[config.mk]
export PLATFORM = sky130hd
export DESIGN_NAME = oal_scan
export DESIGN_NICKNAME = d
export VERILOG_FILES = /design/src/rtl/oal_pkg.sv /design/src/rtl/oal_scan.sv
export SDC_FILE = /design/constraint.sdc
export NUM_CORES = 1
export LEC_CHECK = 0
export BUFFER_PORTS_ARGS = -buffer_cell sky130_fd_sc_hd__buf_2
export CORE_MARGIN = 8
export CORE_UTILIZATION = 33
export CTS_CLUSTER_SIZE = 25
export DETAILED_ROUTE_END_ITERATION = 16
export PLACE_DENSITY = 0.79
export SLEW_MARGIN = 10
export SYNTH_ARGS = -nofsm -noshare
export SYNTH_HDL_FRONTEND = slang
export SYNTH_SLANG_ARGS = --single-unit
[constraint.sdc]
create_clock -name clk -period 2.6 [get_ports clk]
set_input_delay 0.52 -clock clk [delete_from_list [all_inputs] [get_ports clk]]
set_output_delay 0.52 -clock clk [all_outputs]
set_load 0.01 [all_outputs]
[src/rtl/oal_pkg.sv]
// Shared constants, codes and types for the ordered array list engine.
// No dependencies; every module in rtl/ imports this package.
package oal_pkg;

  localparam int CAPACITY = 256;

  localparam int OP_W     = 2;
  localparam int INDEX_W  = 9;
  localparam int VALUE_W  = 32;
  localparam int STATUS_W = 2;
  localparam int POS_W    = 8;
  localparam int COUNT_W  = 9;

  // internal count holds 0..CAPACITY; compares run at the wider of count and index
  localparam int CNT_W = $clog2(CAPACITY + 1);
  localparam int CMP_W = (CNT_W > INDEX_W) ? CNT_W : INDEX_W;

  // find scans the hit vector one group per cycle, holding while the result register is full
  localparam int GROUP_W = 16;
  localparam int GSEL_W  = $clog2(GROUP_W);
  localparam int NGROUPS = (CAPACITY + GROUP_W - 1) / GROUP_W;
  localparam int GIDX_W  = (NGROUPS > 1) ? $clog2(NGROUPS) : 1;
  localparam int HIT_W   = NGROUPS * GROUP_W;

  localparam int IN_BITS     = OP_W + INDEX_W + VALUE_W;
  localparam int IN_TDATA_W  = ((IN_BITS + 7) / 8) * 8;
  localparam int OUT_BITS    = STATUS_W + POS_W + COUNT_W;
  localparam int OUT_TDATA_W = ((OUT_BITS + 7) / 8) * 8;

  typedef enum logic [OP_W-1:0] {
    OP_INSERT = 2'd0,
    OP_DELETE = 2'd1,
    OP_FIND   = 2'd2,
    OP_MODIFY = 2'd3
  } op_t;

  typedef enum logic [STATUS_W-1:0] {
    ST_OK      = 2'd0,
    ST_FULL    = 2'd1,
    ST_RANGE   = 2'd2,
    ST_MISSING = 2'd3
  } status_t;

  typedef enum logic {
    S_IDLE,
    S_SCAN
  } state_t;

  // broadcast to every cell
  typedef struct packed {
    logic               ins;
    logic               del;
    logic               mod;
    logic               cmp;
    logic [CMP_W-1:0]   idx;
    logic [VALUE_W-1:0] value;
  } cell_cmd_t;

  // scanner view of the current group
  typedef struct packed {
    logic             hit;
    logic             last;
    logic [POS_W-1:0] pos;
  } scan_res_t;

endpackage

[src/rtl/oal_scan.sv]
// Find scanner: steps a group pointer over the cell hit flags and
// priority-encodes the lowest hit in the current group. Depends on oal_pkg.
module oal_scan (
  input  logic                        clk,
  input  logic                        rst,
  input  logic                        clear,
  input  logic                        step,
  input  logic [oal_pkg::HIT_W-1:0]   hits,
  output oal_pkg::scan_res_t          res
);
  import oal_pkg::*;

  logic [GIDX_W-1:0]  grp;
  logic [GROUP_W-1:0] bits;
  logic [GSEL_W-1:0]  sel;

  always_ff @(posedge clk) begin
    if (rst || clear) begin
      grp <= '0;
    end else if (step) begin
      grp <= grp + 1'b1;
    end
  end

  always_comb begin
    bits = hits[{grp, GSEL_W'(0)} +: GROUP_W];
    sel  = '0;
    for (int i = GROUP_W - 1; i >= 0; i--) begin
      if (bits[i]) begin
        sel = GSEL_W'(i);
      end
    end
    res.hit  = |bits;
    res.last = (grp == GIDX_W'(NGROUPS - 1));
    res.pos  = POS_W'({grp, sel});
  end

endmodule

# Yosys cells after proc, flatten, opt, wreduce, memory -nomap -nowiden
# Index checks and enable logic that the tools add are counted.
# op_classes
n_reduce_logical	2
shifts	1
multipliers	0
add_sub_neg	1
eq_ne	1
n_bitwise	0
n_div	0
magnitude_cmp	0
n_mux	16
# ops
operator	n
$shiftx 256x9->16	1
$mux 4	16
$reduce_or 16->1	1
$add 4x1->4 const B	1
$eq 4x4->1 const B	1
$logic_or 1x1->1	1
# totals
latchBits	0
input_bits	260
mem_count	0
output_inout_bits	10
wordCells	22
mem_bits_ro	0
ff_bits	4
ram_bits	0

# Logic depth before layout (Yosys ltp)
# depth
depth_word	17
ltp_mapped	10
ltp_nobuf	6

# Worst setup path before layout
# Ideal clock, no wire load.
# synth_timing
path_type	flip-flop to output port
startpoint	register grp[0]
endpoint	output res[0] in the netlist's numbering
path_slack_ns	-0.216
t_arrival_ns	2.296
required_ns	2.080
stages_incl_launch_ff	9
path_buffers	2
path_cell_list	dfxtp_1 buf_6 buf_8 mux4_2 mux4_2 a31oi_1 o211ai_1 a21o_1 a32o_1
# synth_lines
element	line_no	text
start, declared	oal_scan.sv:13	logic [GIDX_W-1:0] grp;
start signal, assigned	oal_scan.sv:21	grp <= grp + 1'b1;
end, declared	oal_scan.sv:9	output oal_pkg::scan_res_t res

==> results.yml <==
setup_path:
  worstSetupPathType: "reg2out"
  cp_max_fo: 7
  cp-start-kind: "flip-flop"
  crit_arrival_ns: 2.64
  required_ns: 2.08
  cp-end-kind: "primary output"
cells_and_area:
  layout-drive-gt1-share: 0.820
  synthToLayoutAreaGrowth_pct: 78.5
  regArea_um2: 85.1
  diodes: 0
  reg_top3: "grp: 4 flops"
  fillers: 652
  fin_cells: 614
  multi_input_area_um2: 2440
  regMostFlops: "grp"
  finalNetCount: 774
  largest_reg_flops: 4
synth:
  synth.distinct_cells: 49
  postSynthAreaPerCell_um2: 12.5
  yosysMostFrequentCell: "mux4_2"
  ys_seq_area_frac: 0.0310
  yosysTopAreaCell: "mux4_2"
  synth_area_um2: 2580
  syn_inst: 207
  synth_ff_type: "dfxtp_1"
  synthTopCellsByCount: "mux4_2, nand2_1, mux2i_1"
  synth_nets: 468
  synth_edf_count: 0
  synth_top_area_frac: 0.506
  async_reset_ff_frac: 0
  yosysWarnings: 0
  ys_top_cells_by_area: "mux4_2, mux4_1, mux2i_1, dfxtp_1, nand2_1"
  synth-seq-cells: 4
detailed_routing:
  drt_iter0_markers: 121
  via_count: 3311
  antenna_left: 0
  drt-vias-per-instance: 5.39
  wire_per_inst_um: 21.5
  routed_wl_um: 13200
  dr.pass1.iters: 4
  drcViolationCount: 0
flow_run:
  cap_violations: 0
sta:
  period_minus_slack_ns: 3.16
  relSlewSlack: 0.755
  layout_setup_ws_ns: -0.560
  tns_ns: -2.47
  post-route-period-util: 1.22
  fin_skew_ns: 0.00365
  finalMaxSlewViolations: 0
  hold_viol: 0
  rsz0062_at_grt: "true"
  tightest_slew_ns: 0.366
  timing.fmax_mhz: 316
  timing.hold.ws_ns: 0.514
  setup-violations-final: 5
power:
  power.leakage_nw: 2.09
  vdd_drop_max_mv: 0.127
  power_density_nw_per_um2: 178
cts:
  numCtsBuffers: 3
  cts_tree: "built"
  cts_hold_buf: 0
  clock_sinks: 4
  clock_path_buffers: 2
  ctsRootBufferMaster: "clkbuf_8"
  insertion_delay_ns: 0.22
  clkTransAtPathRegs_ns: 0.04
  htree_levels: 1
grt:
  grt_pass1_wl_um: 19800
  grt_remaining_overflow: 0
  antenna_found_initial: 0
  grt_max_degree: 25
  gr-usage-all-layers: 0.221
  grt_pass1_vias: 3904
placement:
  dp.cells: 599
  post-dp-hpwl_um: 11500
  port_buffers: 269
  gp_congestion: 0.866
floorplanning:
  initial_core_util: 0.338
  die_area_um2: 10900
  core_area_um2: 7650
  die-height_um: 104
  die_x_um: 104
  io_pins: 270
  num_rows: 32
outcome:
  status: "finished with violations"
  violations: "negative setup slack"
worst_hold_path:
  worstHoldPathType: "in2reg"
[layer usage]
metal	vias to the layer above	wire [um]	share of wire	GRT usage
met5	-	0	0	0
met4	0	146	0.011	0.0455
met2	157	7200	0.55	0.418
met3	12	1120	0.085	0.0713
met1	1621	4730	0.36	0.231
li1	1521	-	-	-
[report_power, final]
part / total [W] / leakage (nW) / internal [W] / switching (W)
Clock: 0.000139 / 0.0228 / 0.000105 / 0.0000346
Sequential: 0.0000642 / 0.0336 / 0.0000625 / 0.00000167
Combinational: 0.000616 / 2.03 / 0.000397 / 0.000219
[stage by stage]
stage	total power, W	worst slack (ns)	utilization	area (um2)
2_1_floorplan	0.000348	-0.158	-	2620
6_report	0.000820	-0.560	0.602	4610
3_3_place_gp	0.000599	-0.432	0.559	4280
3_5_place_dp	0.000619	-0.418	0.559	4280
5_1_grt	0.000874	-0.645	0.602	4610
4_1_cts	0.000783	-0.543	0.577	4410
[final timing paths]
| kind | slack (ns) | end | start | cells after the start |
|---|---|---|---|---|
| worst max-delay path | -0.56 | res[0] | grp[0] | 9 |
| worst min-delay path | 0.51 | grp[0] | clear | 2 |
| worst max register to register | 1.20 | grp[3] | grp[2] | 4 |
| worst min register to register | 0.84 | grp[3] | grp[3] | 3 |
[timing repair]
action	in CTS	in global routing
endpoints found under the setup margin	5	5
hold endpoints to repair	0	0
cloned	0	2
buffers inserted	4	5
resized for setup	14	21
pin swaps	7	8
[final cells by class]
class                           count  area share
Multi-Input combinational cell    179       0.530
Timing Repair Buffer              323       0.412
Tap cell                          102      0.0277
Sequential cell                     4      0.0185
Clock buffer                        4     0.00978
Inverter                            2     0.00163
[kinds of logic (layout without fill, tap and decap cells)]
| family | Yosys count | in the layout | share of synthesized area |
|---|---|---|---|
| mux | 85 | 85 | 0.658 |
| flops | 4 | 4 | 0.0310 |
| compound gates | 28 | 28 | 0.0955 |
| simple gates | 62 | 62 | 0.127 |
| xor+xnor | 3 | 3 | 0.0102 |
| buf+inv | 24 | 329 | 0.0737 |
| fa+ha+maj | 1 | 1 | 0.00485 |
[worst max-delay path, cell delays in order, from the launching register on]
cell and delay, ns:
dfxtp_4 0.37, buf_12 0.14, clkbuf_16 0.15, mux4_2 0.50, a22o_1 0.22, a221oi_4 0.27
o211ai_1 0.20, a21o_1 0.20, a32o_2 0.24, buf_6 0.12
[placed cells by master, fill, tap and decap left out, drive strengths merged, types with 3 or more instances in the layout]
cell type    n
nand2       21
mux2i       14
clkbuf       6
mux4        65
buf        321
nor3         4
or2          4
a31oi        4
a22oi        5
nor2b        6
o211ai       3
mux2         6
dfxtp        4
nand3        5
nand4        5
and4         3
nor2         4
Note: power is estimated with default switching activity, not from simulation.
