**src/rtl/oal_pkg.sv**
```systemverilog
// Shared constants, codes and types for the ordered array list engine.
// No dependencies; every module in rtl/ imports this package.
package oal_pkg;

  localparam int CAPACITY = 256;

  localparam int OP_W     = 2;
  localparam int INDEX_W  = 9;
  localparam int VALUE_W  = 32;
  localparam int STATUS_W = 2;
  localparam int POS_W    = 8;
  localparam int COUNT_W  = 9;

  // internal count holds 0..CAPACITY; compares run at the wider of count and index
  localparam int CNT_W = $clog2(CAPACITY + 1);
  localparam int CMP_W = (CNT_W > INDEX_W) ? CNT_W : INDEX_W;

  // find scans the hit vector one group per cycle, holding while the result register is full
  localparam int GROUP_W = 16;
  localparam int GSEL_W  = $clog2(GROUP_W);
  localparam int NGROUPS = (CAPACITY + GROUP_W - 1) / GROUP_W;
  localparam int GIDX_W  = (NGROUPS > 1) ? $clog2(NGROUPS) : 1;
  localparam int HIT_W   = NGROUPS * GROUP_W;

  localparam int IN_BITS     = OP_W + INDEX_W + VALUE_W;
  localparam int IN_TDATA_W  = ((IN_BITS + 7) / 8) * 8;
  localparam int OUT_BITS    = STATUS_W + POS_W + COUNT_W;
  localparam int OUT_TDATA_W = ((OUT_BITS + 7) / 8) * 8;

  typedef enum logic [OP_W-1:0] {
    OP_INSERT = 2'd0,
    OP_DELETE = 2'd1,
    OP_FIND   = 2'd2,
    OP_MODIFY = 2'd3
  } op_t;

  typedef enum logic [STATUS_W-1:0] {
    ST_OK      = 2'd0,
    ST_FULL    = 2'd1,
    ST_RANGE   = 2'd2,
    ST_MISSING = 2'd3
  } status_t;

  typedef enum logic {
    S_IDLE,
    S_SCAN
  } state_t;

  // broadcast to every cell
  typedef struct packed {
    logic               ins;
    logic               del;
    logic               mod;
    logic               cmp;
    logic [CMP_W-1:0]   idx;
    logic [VALUE_W-1:0] value;
  } cell_cmd_t;

  // scanner view of the current group
  typedef struct packed {
    logic             hit;
    logic             last;
    logic [POS_W-1:0] pos;
  } scan_res_t;

endpackage

```
**src/rtl/oal_cell.sv**
```systemverilog
// One list slot: holds an entry, shifts with its neighbors, compares for find.
// Depends on oal_pkg.
module oal_cell (
  input  logic                         clk,
  input  oal_pkg::cell_cmd_t           cmd,
  input  logic [oal_pkg::CMP_W-1:0]    slot,   // this cell's list position
  input  logic [oal_pkg::CMP_W-1:0]    count,
  input  logic [oal_pkg::VALUE_W-1:0]  left,   // entry of slot-1
  input  logic [oal_pkg::VALUE_W-1:0]  right,  // entry of slot+1
  output logic [oal_pkg::VALUE_W-1:0]  data,
  output logic                         hit
);
  import oal_pkg::*;

  always_ff @(posedge clk) begin
    if (cmd.ins) begin
      if (slot > cmd.idx) begin
        data <= left;
      end else if (slot == cmd.idx) begin
        data <= cmd.value;
      end
    end else if (cmd.del) begin
      if (slot >= cmd.idx) begin
        data <= right;
      end
    end else if (cmd.mod && (slot == cmd.idx)) begin
      data <= cmd.value;
    end

    if (cmd.cmp) begin
      hit <= (data == cmd.value) && (slot < count);
    end
  end

endmodule

```
**config.mk**
```make
export PLATFORM = sky130hd
export DESIGN_NAME = oal_cell
export DESIGN_NICKNAME = d
export VERILOG_FILES = /design/src/rtl/oal_pkg.sv /design/src/rtl/oal_cell.sv
export SDC_FILE = /design/constraint.sdc
export NUM_CORES = 1
export LEC_CHECK = 0
export BUFFER_PORTS_ARGS = -buffer_cell sky130_fd_sc_hd__clkbuf_2
export CAP_MARGIN = 20
export CORE_MARGIN = 10
export CORE_UTILIZATION = 32
export DETAILED_ROUTE_END_ITERATION = 16
export PLACE_DENSITY = 0.65
export SLEW_MARGIN = 10
export SYNTH_ARGS = -nofsm -noshare
export SYNTH_HDL_FRONTEND = slang
export SYNTH_SLANG_ARGS = --single-unit
```
**constraint.sdc**
```tcl
create_clock -name clk -period 3 [get_ports clk]
set_input_delay 0.3 -clock clk [delete_from_list [all_inputs] [get_ports clk]]
set_output_delay 0.3 -clock clk [all_outputs]
set_load 0.02 [all_outputs]
```
### After elaboration in Yosys (flattened, before gate mapping)

Cells that the tools add are included.
W data, S select, Z words.

| cells by class | value |
|---|---|
| equal/unequal tests | 4 |
| order comparisons | 3 |
| reductions and logical operators | 4 |
| multiplexer cells | 6 |

Operators by type and width:

| operator | number |
|---|---|
| $mux W32 | 6 |
| $eq A32 B32 Y1 | 1 |
| $eq A9 B9 Y1 | 1 |
| $ge A9 B9 Y1 | 1 |
| $gt A9 B9 Y1 | 1 |
| $lt A9 B9 Y1 | 1 |
| $ne A3 B1 Y1 const B | 2 |
| $reduce_and A3 Y1 | 1 |
| $reduce_bool A3 Y1 | 1 |
| $logic_and A1 B1 Y1 | 2 |

| storage, ports and cells | value |
|---|---|
| bits in registers | 33 |
| output and inout bits | 33 |
| logic and storage cells | 19 |
| bits of input ports | 128 |

### Depth between registers and ports, before layout

Gate-level depths: netlist (run 1).

| depth | value |
|---|---|
| depth in word-level cells | 5 |
| mapped depth | 9 |
| mapped depth without buffers | 7 |

### Worst setup path before layout (run 1)

Ideal clock, no wire load.

| path | value |
|---|---|
| kind | in2reg |
| start point | input cmd[38] (netlist bit) |
| end point | register data[0] (netlist bit) (enable) |
| cell stages on the path | 8 |
| library setup time | 0.479 ns |
| data arrival time | 2.241 ns |
| required time | 2.521 ns |
| setup slack | 0.281 ns |
| buffers on the path | 1 |
| path through | inv_1 -> ha_1 -> a21o_1 -> a21o_1 -> a221o_2 -> buf_6 -> o22ai_1 -> nand2_1 |

| on the way | value |
|---|---|
| cells in the longest elaborated chain, start to end | 4 |
| elaborated cells on any way between the ends | 8 |
| classes of those cells | order compare (2); eq/ne (3); reduce/logical (3) |

Ends and longest elaborated chain:

| what | line | source |
|---|---|---|
| start: declaration | oal_cell.sv:5 | `input oal_pkg::cell_cmd_t cmd,` |
| parallel branches: the longest is 3 deep, another holds $gt A9 B9 Y1 | n/a |  |
| $reduce_and A3 Y1 (no line) * | n/a |  |
| end signal: assignment | oal_cell.sv:18 | `data <= left;` |
| end signal: assignment | oal_cell.sv:20 | `data <= cmd.value;` |
| end signal: assignment | oal_cell.sv:27 | `data <= cmd.value;` |
| end: declaration | oal_cell.sv:10 | `output logic [oal_pkg::VALUE_W-1:0] data,` |

Every way passes the cells marked *.
A chain may end at the register's enable or synchronous reset.

### Worst setup path in the final report (run 1)

| path | value |
|---|---|
| start point | input cmd[38] (netlist bit) |
| end point | register data[0] (netlist bit), data pin |

| on the way | value |
|---|---|
| cells in the longest elaborated chain, start to end | 3 |

Ends and longest elaborated chain:

| what | line | source |
|---|---|---|
| $gt A9 B9 Y1 | oal_cell.sv:17 | `if (slot > cmd.idx) begin` |
| $mux W32 | oal_cell.sv:17 |  |
| $mux W32 | oal_cell.sv:16 | `if (cmd.ins) begin` |
| end signal: assignment | oal_cell.sv:18 |  |
| end signal: assignment | oal_cell.sv:20 |  |
| end signal: assignment | oal_cell.sv:24 | `data <= right;` |

No other way between the ends.

==> metrics.md, run 1 <==
| Metric | Value |
|---|---|
| Pin count of the biggest net entering global routing | 36 |
| Unique masters post-synth | 31 |
| FMAX | 462.4 MHz |
| Worst-skew pair later-pin latency | 280 ps |
| Clk sinks | 33 |
| Initial Utilization | 0.3280 |
| Nets | 618 |
| WL/cell | 17.83 um |
| PwrDens | 422.2 nW/um^2 |
| Top post-synthesis cells by area | edfxtp_1, a211oi_1, nand3b_1 |
| Final period util | 0.7209 |
| P&R area growth vs syn | 32.25% |
| Post-CTS resize count | 0 |
| VDD IR max | 0.1714 mV |
| Type of the worst setup path | input port to register |
| GR Overflow Total | 0 |
| Final setup margin | 837.2 ps |
| CTS tree | yes |
| DRC Markers | 0 |
| Final core occ | 0.4337 |
| Via count | 3048 |
| Filler instances | 913 |
| Reg area | 991.0 um^2 |
| Fin. Hold Viols | 0 |
| Tmin final | 2163 ps |
| Sequential fraction of the synthesis area | 0.3270 |
| First-pass GRT wire length | 17140 um |
| Slew HR | 0.5168 |
| Die Ht | 117.3 um |
| Placed Cells | 595 |
| Num ports | 161 |
| Post-synth net total | 469 |
| Synth top area share | 0.3270 |
| Crit. End Element | register |
| Std cell rows | 35 |
| GP Congestion | 0.7998 |
| Non-filler cells, final | 603 |
| Clock-pin transition on the worst setup and hold timing paths | 60 ps |
| Setup WS pre-CTS | 555.3 ps |
| Post-synth top flop | edfxtp_1 |
| Iter 0 DRT Violations | 156 |
| Worst slew pin tran | 724.7 ps |
| Synth Cell Area | 3030 um^2 |
| HP Class | input port to register |
| Top fanout value on the critical path | 17 |
| H-tree depth | 2 |
| DRT Wirelength | 10750 um |
| Unrepaired setup endpoints after global routing | false |
| Setup Total Neg Slack | 0 ps |
| Root Driver | clkbuf_8 |
| Post-CTS Setup Bufs | 0 |
| Post-synth top area cell | edfxtp_1 |
| # setup viols final | 0 |
| Post-synth EDFFs | 33 |
| Buffers on Ports | 160 |
| Maxcap violations | 0 |
| LEAKAGE | 1.724 nW |
| Ant. Diodes | 0 |
| CTS max path bufs | 2 |
| Gate Count Post-Synth | 324 |
| Hold WS | 240.8 ps |
| Chip Width | 117.3 um |
| Required time of the critical path | 3000 ps |
| Share of layout cells above drive strength 1 | 0.3840 |
| Vias in the first global route | 3276 |
| Critical Path AT | 2170 ps |
| Core area | 9240 um^2 |
| CTS Buf Count | 5 |
| Dpl hpwl | 8903 um |
| Final Skew | 6.277 ps |
| Die Area | 13760 um^2 |
| TritonRoute pass-1 iters | 4 |
| Global Route Usage Sum | 0.1496 |
| Antenna Violating Nets Remaining | 0 |
| CTS Hold Buffers Added | 0 |
| Multi-input logic area | 1804 um^2 |
| Vias/cell | 5.055 |
| Async S/R FF share, synth | 0 |
| Status | complete, no violations |
| Mean Syn Cell Area | 9.353 um^2 |
| Yosys warning count | 0 |
| Leading cell types by count after synthesis | a211oi_1, edfxtp_1, a31oi_1, nand3b_1, nor2b_1 |
| Startpoint Class | input port |
| FF+latch count, synth | 33 |
| Initial antenna violation count | 0 |
| Max Transition Viols Final | 0 |
metrics by stage:
stage	power, mW	cell area (um^2)
after global routing	1.794	4008
after detailed placement	1.310	3901
after floorplan	1.042	3030
final	1.692	4008
after global placement	1.296	3901
after CTS	1.716	4008
kinds of logic after synthesis:
group	count (synthesis)	share of synthesized area
compound gates	111	0.2411
xor+xnor	32	0.09249
fa+ha+maj	17	0.07019
buf+inv	44	0.07762
flops	33	0.3270
simple gates	87	0.1916
placed cells by master, fill, tap and decap left out, types with 4 or more instances in the layout:
| cell | netlist | routed |
|---|---|---|
| clkbuf_2 | 0 | 160 |
| a211oi_1 | 33 | 33 |
| edfxtp_1 | 33 | 33 |
| nand3b_1 | 32 | 32 |
| nor2b_1 | 32 | 32 |
| a31oi_1 | 32 | 32 |
| o21ai_1 | 29 | 29 |
| xnor2_1 | 23 | 23 |
| inv_1 | 17 | 17 |
| ha_1 | 17 | 17 |
| xor2_1 | 9 | 9 |
| buf_4 | 0 | 8 |
| nand4_1 | 7 | 7 |
| nand2_1 | 6 | 6 |
| clkbuf_8 | 0 | 5 |
| a21o_1 | 4 | 4 |
| a21oi_1 | 4 | 4 |
| nor4_1 | 4 | 4 |
per-layer routing:
layer | GRT usage | vias to the layer above | share of wire
li1 | - | 1531 | -
met1 | 0.1827 | 1405 | 0.45
met2 | 0.2500 | 100 | 0.48
met3 | 0.04077 | 12 | 0.056
met4 | 0.04225 | 0 | 0.017
met5 | 0 | - | 0
flip-flops by register name (all words and copies together) (netlist names):
name and count:
hit 1, data 32
final cells by class:
cell class	count	share of cell area
Tap cell	129	0.04027
Sequential cell	33	0.2473
Inverter	17	0.01592
Clock inverter	2	0.008430
Multi-Input combinational cell	247	0.4502
Clock buffer	6	0.01811
Timing Repair Buffer	169	0.2198
path summary, 6_finish.rpt:
kind         slack, ps          startpoint                end  cells past startpoint
max reg2reg       1110  data[26]$_DFFE_PP_      hit$_DFFE_PP_                      5
min                240             cmd[41]      hit$_DFFE_PP_                      1
max                840             cmd[38]  data[0]$_DFFE_PP_                      9
min reg2reg        750   data[6]$_DFFE_PP_      hit$_DFFE_PP_                      3
where the power goes:
group          switching (mW)  internal [mW]
Combinational           0.377          0.262
Clock                   0.154          0.245
Sequential             0.0514          0.602
Total                   0.582           1.11
critical path, stage by stage:
cell and delay (ps):
clkbuf_2 80, inv_1 30, ha_1 320, a21o_1 160
a21o_1 220, a221o_2 560, buf_4 270, nand3b_1 110
a31oi_1 100
No activity file was read; power rests on OpenSTA's default activity.
==> run 2, diff against run 1 <==
--- a/config.mk
+++ b/config.mk
@@ -5,12 +5,13 @@
 export SDC_FILE = /design/constraint.sdc
 export NUM_CORES = 1
 export LEC_CHECK = 0
+export ABC_AREA = 1
 export BUFFER_PORTS_ARGS = -buffer_cell sky130_fd_sc_hd__clkbuf_2
 export CAP_MARGIN = 20
 export CORE_MARGIN = 10
 export CORE_UTILIZATION = 32
 export DETAILED_ROUTE_END_ITERATION = 16
-export PLACE_DENSITY = 0.65
+export PLACE_DENSITY = 0.67
 export SLEW_MARGIN = 10
 export SYNTH_ARGS = -nofsm -noshare
 export SYNTH_HDL_FRONTEND = slang
==> constraint.sdc (replaced) <==
create_clock -name clk -period 1.85 [get_ports clk]
set_input_delay 0.185 -clock clk [delete_from_list [all_inputs] [get_ports clk]]
set_output_delay 0.185 -clock clk [all_outputs]
set_load 0.02 [all_outputs]
==> run 2 against run 1 <==
- clock power up 65%
- hold slack lost 120 ps
- synthesized area grew 2.3%
- final cell count up 20%
- power up 68%
- register-to-register slack lost 640 ps
- clock skew increased by 2.6 ps
- combinational power increased by 75%
- sequential share of layout area shrank 1.7 points
- critical endpoint is now data[10]$_DFFE_PP_
==> metrics.md, run 2 <==
| Metric | Value |
|---|---|
| Iter 0 DRT Violations | 119 (-24%) |
| Biggest regs | data x32, hit x1 |
| DRC Markers | 0 (unchanged) |
| P&R area growth vs syn | 38.70% |
| DRT Wirelength | 10080 um (-6.3%) |
| Placed Cells | 716 (+20%) |
| Root Driver | clkbuf_8 |
| Type of the worst setup path | input port to register |
| LEAKAGE | 2.358 nW (+37%) |
| Std cell rows | 35 (unchanged) |
| Sequential fraction of the synthesis area | 0.3196 (-0.007390) |
| CTS Buf Count | 5 (unchanged) |
| Initial antenna violation count | 0 (unchanged) |
| Post-synth top area cell | edfxtp_1 |
| CTS max path bufs | 2 (unchanged) |
| Vias/cell | 4.618 (-8.6%) |
| Initial Utilization | 0.3324 (+0.004432) |
| GP Congestion | 0.7996 (about the same) |
| Final Skew | 8.830 ps (+2.553 ps) |
| Buffers on Ports | 160 (unchanged) |
| Top-count cell post-synth | nand2_1 |
| Clk sinks | 33 (unchanged) |
| Tmin final | 1514 ps |
| M2 GR Usage | 0.2479 (-0.002086) |
| GR Overflow Total | 0 (unchanged) |
| Post-CTS resize count | 0 (unchanged) |
| Gate Count Post-Synth | 434 (+34%) |
| Worst-skew pair later-pin latency | 280 ps (about the same) |
| Met3 Track Usage GR | 0.04284 (+0.002069) |
| FF+latch count, synth | 33 (unchanged) |
| Core area | 9328 um^2 (+0.95%) |
| CTS Hold Buffers Added | 0 (unchanged) |
| VDD IR max | 0.2629 mV (+53%) |
| Fin. Hold Viols | 0 (unchanged) |
| Post-synth top flop | edfxtp_1 |
| Crit. End Element | register |
| Critical Path AT | 1540 ps (-630 ps) |
| Post-synth EDFFs | 33 (unchanged) |
| Die Area | 14030 um^2 (+1.9%) |
| Nets | 739 (+20%) |
| Largest Register | data |
| Worst slew pin tran | 684.1 ps (-40.64 ps) |
| # setup viols final | 0 (unchanged) |
| Grt peak-use layer | met2 |
| PwrDens | 662.3 nW/um^2 (+57%) |
| Commonest non-fill, non-tap cell in the layout | clkbuf_2 |
| Share of layout cells above drive strength 1 | 0.3535 (-0.03043) |
| Vias in the first global route | 3533 (+7.8%) |
| Global Route Usage Sum | 0.1395 (-0.01011) |
| Chip Width | 118.4 um (+0.95%) |
| CTS tree | yes |
| First-pass GRT wire length | 16670 um (-2.7%) |
| Largest register FFs | 32 (unchanged) |
| Top fanout value on the critical path | 15 (-2) |
| Synth top area share | 0.3196 (-0.007390) |
| Filler instances | 977 (+7.0%) |
| FMAX | 660.5 MHz |
| Via count | 3339 (+9.5%) |
| Clock-pin transition on the worst setup and hold timing paths | 70 ps (about the same) |
| Num ports | 161 (unchanged) |
| Mean Syn Cell Area | 7.144 um^2 (-24%) |
| Ant. Diodes | 0 (unchanged) |
| Top post-synthesis cells by area | edfxtp_1, nand2_1, nand3_1 |
| Async S/R FF share, synth | 0 (unchanged) |
| Unique masters post-synth | 23 (-26%) |
| Slew HR | 0.5434 (+0.02660) |
| Yosys warning count | 0 (unchanged) |
| Status | complete, no violations |
| Post-CTS Setup Bufs | 0 (unchanged) |
| Maxcap violations | 0 (unchanged) |
| Pin count of the biggest net entering global routing | 33 (-8.3%) |
| Non-filler cells, final | 723 (+20%) |
| Antenna Violating Nets Remaining | 0 (unchanged) |
| Required time of the critical path | 1880 ps (-1120 ps) |
| Synth Cell Area | 3100 um^2 (+2.3%) |
| WL/cell | 13.94 um (-22%) |
| Dpl hpwl | 8476 um (-4.8%) |
| Startpoint Class | input port |
| Die Ht | 118.4 um (+0.95%) |
| HP Class | input port to register |
| H-tree depth | 2 (unchanged) |
| TritonRoute pass-1 iters | 4 (unchanged) |
| Unrepaired setup endpoints after global routing | false |
| Max Transition Viols Final | 0 (unchanged) |
| Final period util | 0.8183 |
| Leading cell types by count after synthesis | nand2_1, inv_1, nand3_1 |
| Post-synth net total | 579 (+23%) |
| Overall Power | 2.848 mW (+68%) |
| Grt met1 use | 0.1627 (-0.02000) |
| Most frequent cells in the layout | clkbuf_2, nand2_1, inv_1 |
[run 2: cell type report]
class	count	area, um^2	share of cell area
well taps	129	161.4	0.03753
clock buffers	5	68.82	0.01600
flip-flops and latches	33	991.0	0.2304
repair buffers	172	953.4	0.2217
inverters	89	349.1	0.08118
multi-input cells	293	1742	0.4050
clock inverters	2	35.03	0.008147
[run 2: where the power goes]
| part | internal, mW | switching [mW] |
|---|---|---|
| registers | 0.981 | 0.0871 |
| logic | 0.483 | 0.638 |
| clock network | 0.392 | 0.266 |
[run 2: kinds of logic (layout without fill, tap and decap cells)]
kind of cell               count (synthesis)  in the layout  share of synthesized area
xor gates and xnor gates                  21             21                    0.05932
adders and majority gates                 17             17                    0.06860
DFF                                       33             33                     0.3196
buffers and inverters                    108            268                     0.1441
AOI/OAI and AO/OA                         41             41                    0.09443
and+or+nand+nor                          214            214                     0.3140
[run 2: worst paths after layout]
| kind | startpoint | endpoint | slack, ps | cells past startpoint |
|---|---|---|---|---|
| max reg2reg | data[25]$_DFFE_PP_ | hit$_DFFE_PP_ | 470 | 7 |
| min reg2reg | data[6]$_DFFE_PP_ | hit$_DFFE_PP_ | 910 | 7 |
| max | cmd[37] | data[10]$_DFFE_PP_ | 340 | 11 |
| min | cmd[41] | hit$_DFFE_PP_ | 120 | 1 |
[run 2: worst max-delay path, cell delays in order]
cell and delay, ps:
clkbuf_2 140, inv_8 30, ha_4 260, nand2_4 50, nor2_4 140, nand3_2 80
nand3_2 160, buf_4 240, nand3_1 100, nand3_1 90, nand2_1 60
[run 2: layer usage]
metal / vias to the layer above / wire length, um
met5: - / 0
met4: 0 / 29
met3: 2 / 706
met2: 117 / 4920
met1: 1495 / 4422
li1: 1725 / -
[run 2: stage by stage]
| stage | hold slack (ps) | util | area [um^2] | TNS [ps] | setup slack [ps] |
|---|---|---|---|---|---|
| floorplan | 297.5 | - | 3199 | -2790 | -87.17 |
| global placement | 393.6 | 0.4499 | 4197 | 0 | 40.93 |
| detailed placement | 395.8 | 0.4499 | 4197 | 0 | 38.30 |
| CTS | 99.85 | 0.4610 | 4300 | 0 | 336.7 |
| global route | 108.2 | 0.4610 | 4300 | 0 | 190.5 |
| finish | 116.2 | 0.4610 | 4300 | 0 | 336.1 |
==> run 3, diff against run 2 <==
--- a/config.mk
+++ b/config.mk
@@ -5,13 +5,13 @@
 export SDC_FILE = /design/constraint.sdc
 export NUM_CORES = 1
 export LEC_CHECK = 0
-export ABC_AREA = 1
+export ABC_AREA = 0
 export BUFFER_PORTS_ARGS = -buffer_cell sky130_fd_sc_hd__clkbuf_2
 export CAP_MARGIN = 20
 export CORE_MARGIN = 10
 export CORE_UTILIZATION = 32
 export DETAILED_ROUTE_END_ITERATION = 16
-export PLACE_DENSITY = 0.67
+export PLACE_DENSITY = 0.65
 export SLEW_MARGIN = 10
 export SYNTH_ARGS = -nofsm -noshare
 export SYNTH_HDL_FRONTEND = slang
==> constraint.sdc (replaced) <==
create_clock -name clk -period 1.46 [get_ports clk]
set_input_delay 0.146 -clock clk [delete_from_list [all_inputs] [get_ports clk]]
set_output_delay 0.146 -clock clk [all_outputs]
set_load 0.02 [all_outputs]
==> run 3 against run 2 <==
- the flow now finishes with violations (negative setup slack)
- critical endpoint is now data[25]$_DFFE_PP_
- final cell count shrank 9.1%
- setup slack worse by 550 ps
- count of clock-buffer cells in the layout increased by 1
- global-route usage increased by 2.0 points
- via count grew 1.3%
- die area down 1.9%
- flip-flop and latch count unchanged
- largest cell class unchanged
- non-clock buffer count grew 47
- highest routed layer unchanged
- critical path depth shrank 3
==> metrics.md, run 3 (same netlist as run 1, synthesis figures left out) <==
| Metric | Value |
|---|---|
| Status | complete, but fails checks |
| Failing checks | negative setup slack |
| Top fanout value on the critical path | 8 (-7) |
| Hold Path Origin | cmd[41] |
| Final core occ | 0.5351 (+0.07411) |
| Max Transition Viols Final | 0 (unchanged) |
| Chip Width | 117.3 um (-0.94%) |
| DRC Markers | 0 (unchanged) |
| Final Skew | 6.168 ps (-2.663 ps) |
| TritonRoute pass-1 iters | 4 (unchanged) |
| Wire length on met3 | 835 um (+18%) |
| Commonest non-fill, non-tap cell in the layout | clkbuf_2 |
| P&R area growth vs syn | 63.17% |
| Placed Cells | 631 (-12%) |
| Die Ht | 117.3 um (-0.94%) |
| DR top layer | met4 |
| Maxcap violations | 0 (unchanged) |
| Via count | 3381 (+1.3%) |
| HP Class | input port to register |
| Setup Total Neg Slack | -12070 ps (-12070 ps) |
| Required time of the critical path | 1490 ps (-390 ps) |
| Std cell rows | 35 (unchanged) |
| # setup viols final | 65 (+65) |
| Dpl hpwl | 8907 um (+5.1%) |
| Share of layout cells above drive strength 1 | 0.5351 (+0.1816) |
| Filler instances | 861 (-12%) |
| FMAX | 598.8 MHz |
| Most frequent cells in the layout | clkbuf_2, buf_4, a211oi_1, edfxtp_1 |
| Hold path depth | 1 (unchanged) |
| Tmin final | 1670 ps |
| Setup WS pre-CTS | -500.5 ps (-538.8 ps) |
| Worst-skew pair later-pin latency | 290 ps (about the same) |
| Reg2Reg Depth | 5 (-2) |
| Num ports | 161 (unchanged) |
| Buffers on Ports | 160 (unchanged) |
| Core area | 9240 um^2 (-0.94%) |
| Antenna Violating Nets Remaining | 0 (unchanged) |
| RR Startpoint | data[26]$_DFFE_PP_ |
| Non-filler cells, final | 657 (-9.1%) |
| First-pass GRT wire length | 18240 um (+9.4%) |
| LEAKAGE | 2.131 nW (-9.6%) |
| Largest Register | data |
| Metal-1 WL | 5156 um (+17%) |
| Vias/cell | 5.146 (+11%) |
| VDD IR max | 0.3907 mV (+49%) |
| CTS Buf Count | 5 (unchanged) |
| Reg area | 991.0 um^2 (unchanged) |
| Startpoint Class | input port |
| Crit. End Element | register |
| Type of the worst setup path | input port to register |
| Die Area | 13760 um^2 (-1.9%) |
| GP Congestion | 0.8061 (+0.81%) |
| GR Overflow Total | 0 (unchanged) |
| Critical Path AT | 1700 ps (+160 ps) |
| CTS max path bufs | 2 (unchanged) |
| Worst slew pin tran | 340.8 ps (-343.3 ps) |
| WL/cell | 18.38 um (+32%) |
| DRT Wirelength | 12080 um (+20%) |
| Initial antenna violation count | 1 (+1) |
| RR Endpoint | hit$_DFFE_PP_ |
| Slew HR | 0.7712 (+0.2277) |
| PwrDens | 807.1 nW/um^2 (+22%) |
| Hold Path Sink | hit$_DFFE_PP_ |
| Biggest regs | data x32, hit x1 |
| Nets | 671 (-9.2%) |
| Initial Utilization | 0.3280 (-0.004432) |
| CTS tree | yes |
| Iter 0 DRT Violations | 143 (+20%) |
| Global Route Usage Sum | 0.1597 (+0.02021) |
| Largest register FFs | 32 (unchanged) |
| Clk sinks | 33 (unchanged) |
| Final period util | 1.144 |
| Root Driver | clkbuf_8 |
| H-tree depth | 2 (unchanged) |
| Multi-input logic area | 2126 um^2 (+22%) |
| Fin. Hold Viols | 0 (unchanged) |
| Clock-pin transition on the worst setup and hold timing paths | 80 ps (about the same) |
| Vias in the first global route | 3431 (-2.9%) |
| Reg2Reg Setup Slack | -210 ps (-680 ps) |
| Pin count of the biggest net entering global routing | 43 (+30%) |
| Unrepaired setup endpoints after global routing | true |
| Met2 WL | 5870 um (+19%) |
| Final setup margin | -209.9 ps (-546.0 ps) |
run 3: changes by cell type in the layout (fill, tap and decap cells not counted), sizes merged, moves of 31 or more:
cell and delta:
a211oi +33, nand2 -97, nand3 -76, buf +44, nand3b +32, nor2b +32
inv -72, a31oi +32, o21ai +31, a22oi -32
run 3: report_power, final:
part           internal, mW  switching (mW)
clock                 0.505           0.371
sequential             1.24           0.106
combinational         0.856           0.917
total                  2.60            1.39
run 3: repair_timing:
action / in CTS / in global routing
setup buffers: 5 / 2
pin swaps: 4 / 65
gates cloned: 5 / 5
endpoints found under the setup margin: 65 / 65
gates resized for setup: 21 / 47
hold buffers: 0 / 0
run 3: cell type report:
| class | count | area share |
|---|---|---|
| antenna | 1 | 0.0005061 |
| inverter | 17 | 0.01341 |
| multi-input combinational | 250 | 0.4299 |
| sequential | 33 | 0.2004 |
| clock inverter | 2 | 0.006832 |
| tap | 129 | 0.03264 |
| clock buffer | 6 | 0.01468 |
| timing repair buffer | 219 | 0.3016 |
run 3: how the worst max path moves through the flow:
stage                                    end                from  cells after the start  slack (ps)
after floorplan            data[0]$_DFFE_PP_             slot[6]                      7        -390
after global placement    data[15]$_DFFE_PP_             slot[6]                      7        -460
after detailed placement  data[26]$_DFFE_PP_             slot[6]                      9        -500
after CTS                      hit$_DFFE_PP_  data[26]$_DFFE_PP_                      5        -230
after global routing           hit$_DFFE_PP_  data[26]$_DFFE_PP_                      5        -290
final                     data[25]$_DFFE_PP_             slot[6]                      8        -210
run 3: per-stage QoR:
step | power [mW] | area (um^2) | hold WS (ps)
6_report | 3.991 | 4945 | 57.80
5_1_grt | 4.212 | 4945 | 42.12
3_3_place_gp | 2.839 | 4308 | 348.0
4_1_cts | 3.880 | 4612 | 53.49
2_1_floorplan | 2.172 | 3126 | 258.5
3_5_place_dp | 2.865 | 4308 | 353.2
run 3: routing by layer:
metal | global-route usage | vias to the layer above
met5 | 0 | -
met4 | 0.03834 | 0
met3 | 0.04796 | 19
met2 | 0.2636 | 144
met1 | 0.1976 | 1571
li1 | - | 1647
run 3: worst max-delay path, stage by stage:
cell     delay, ps
buf_8          100
ha_4           230
a21o_1         160
a21o_1         180
a221o_2        440
o22ai_4        200
buf_6          160
nand2_8         80
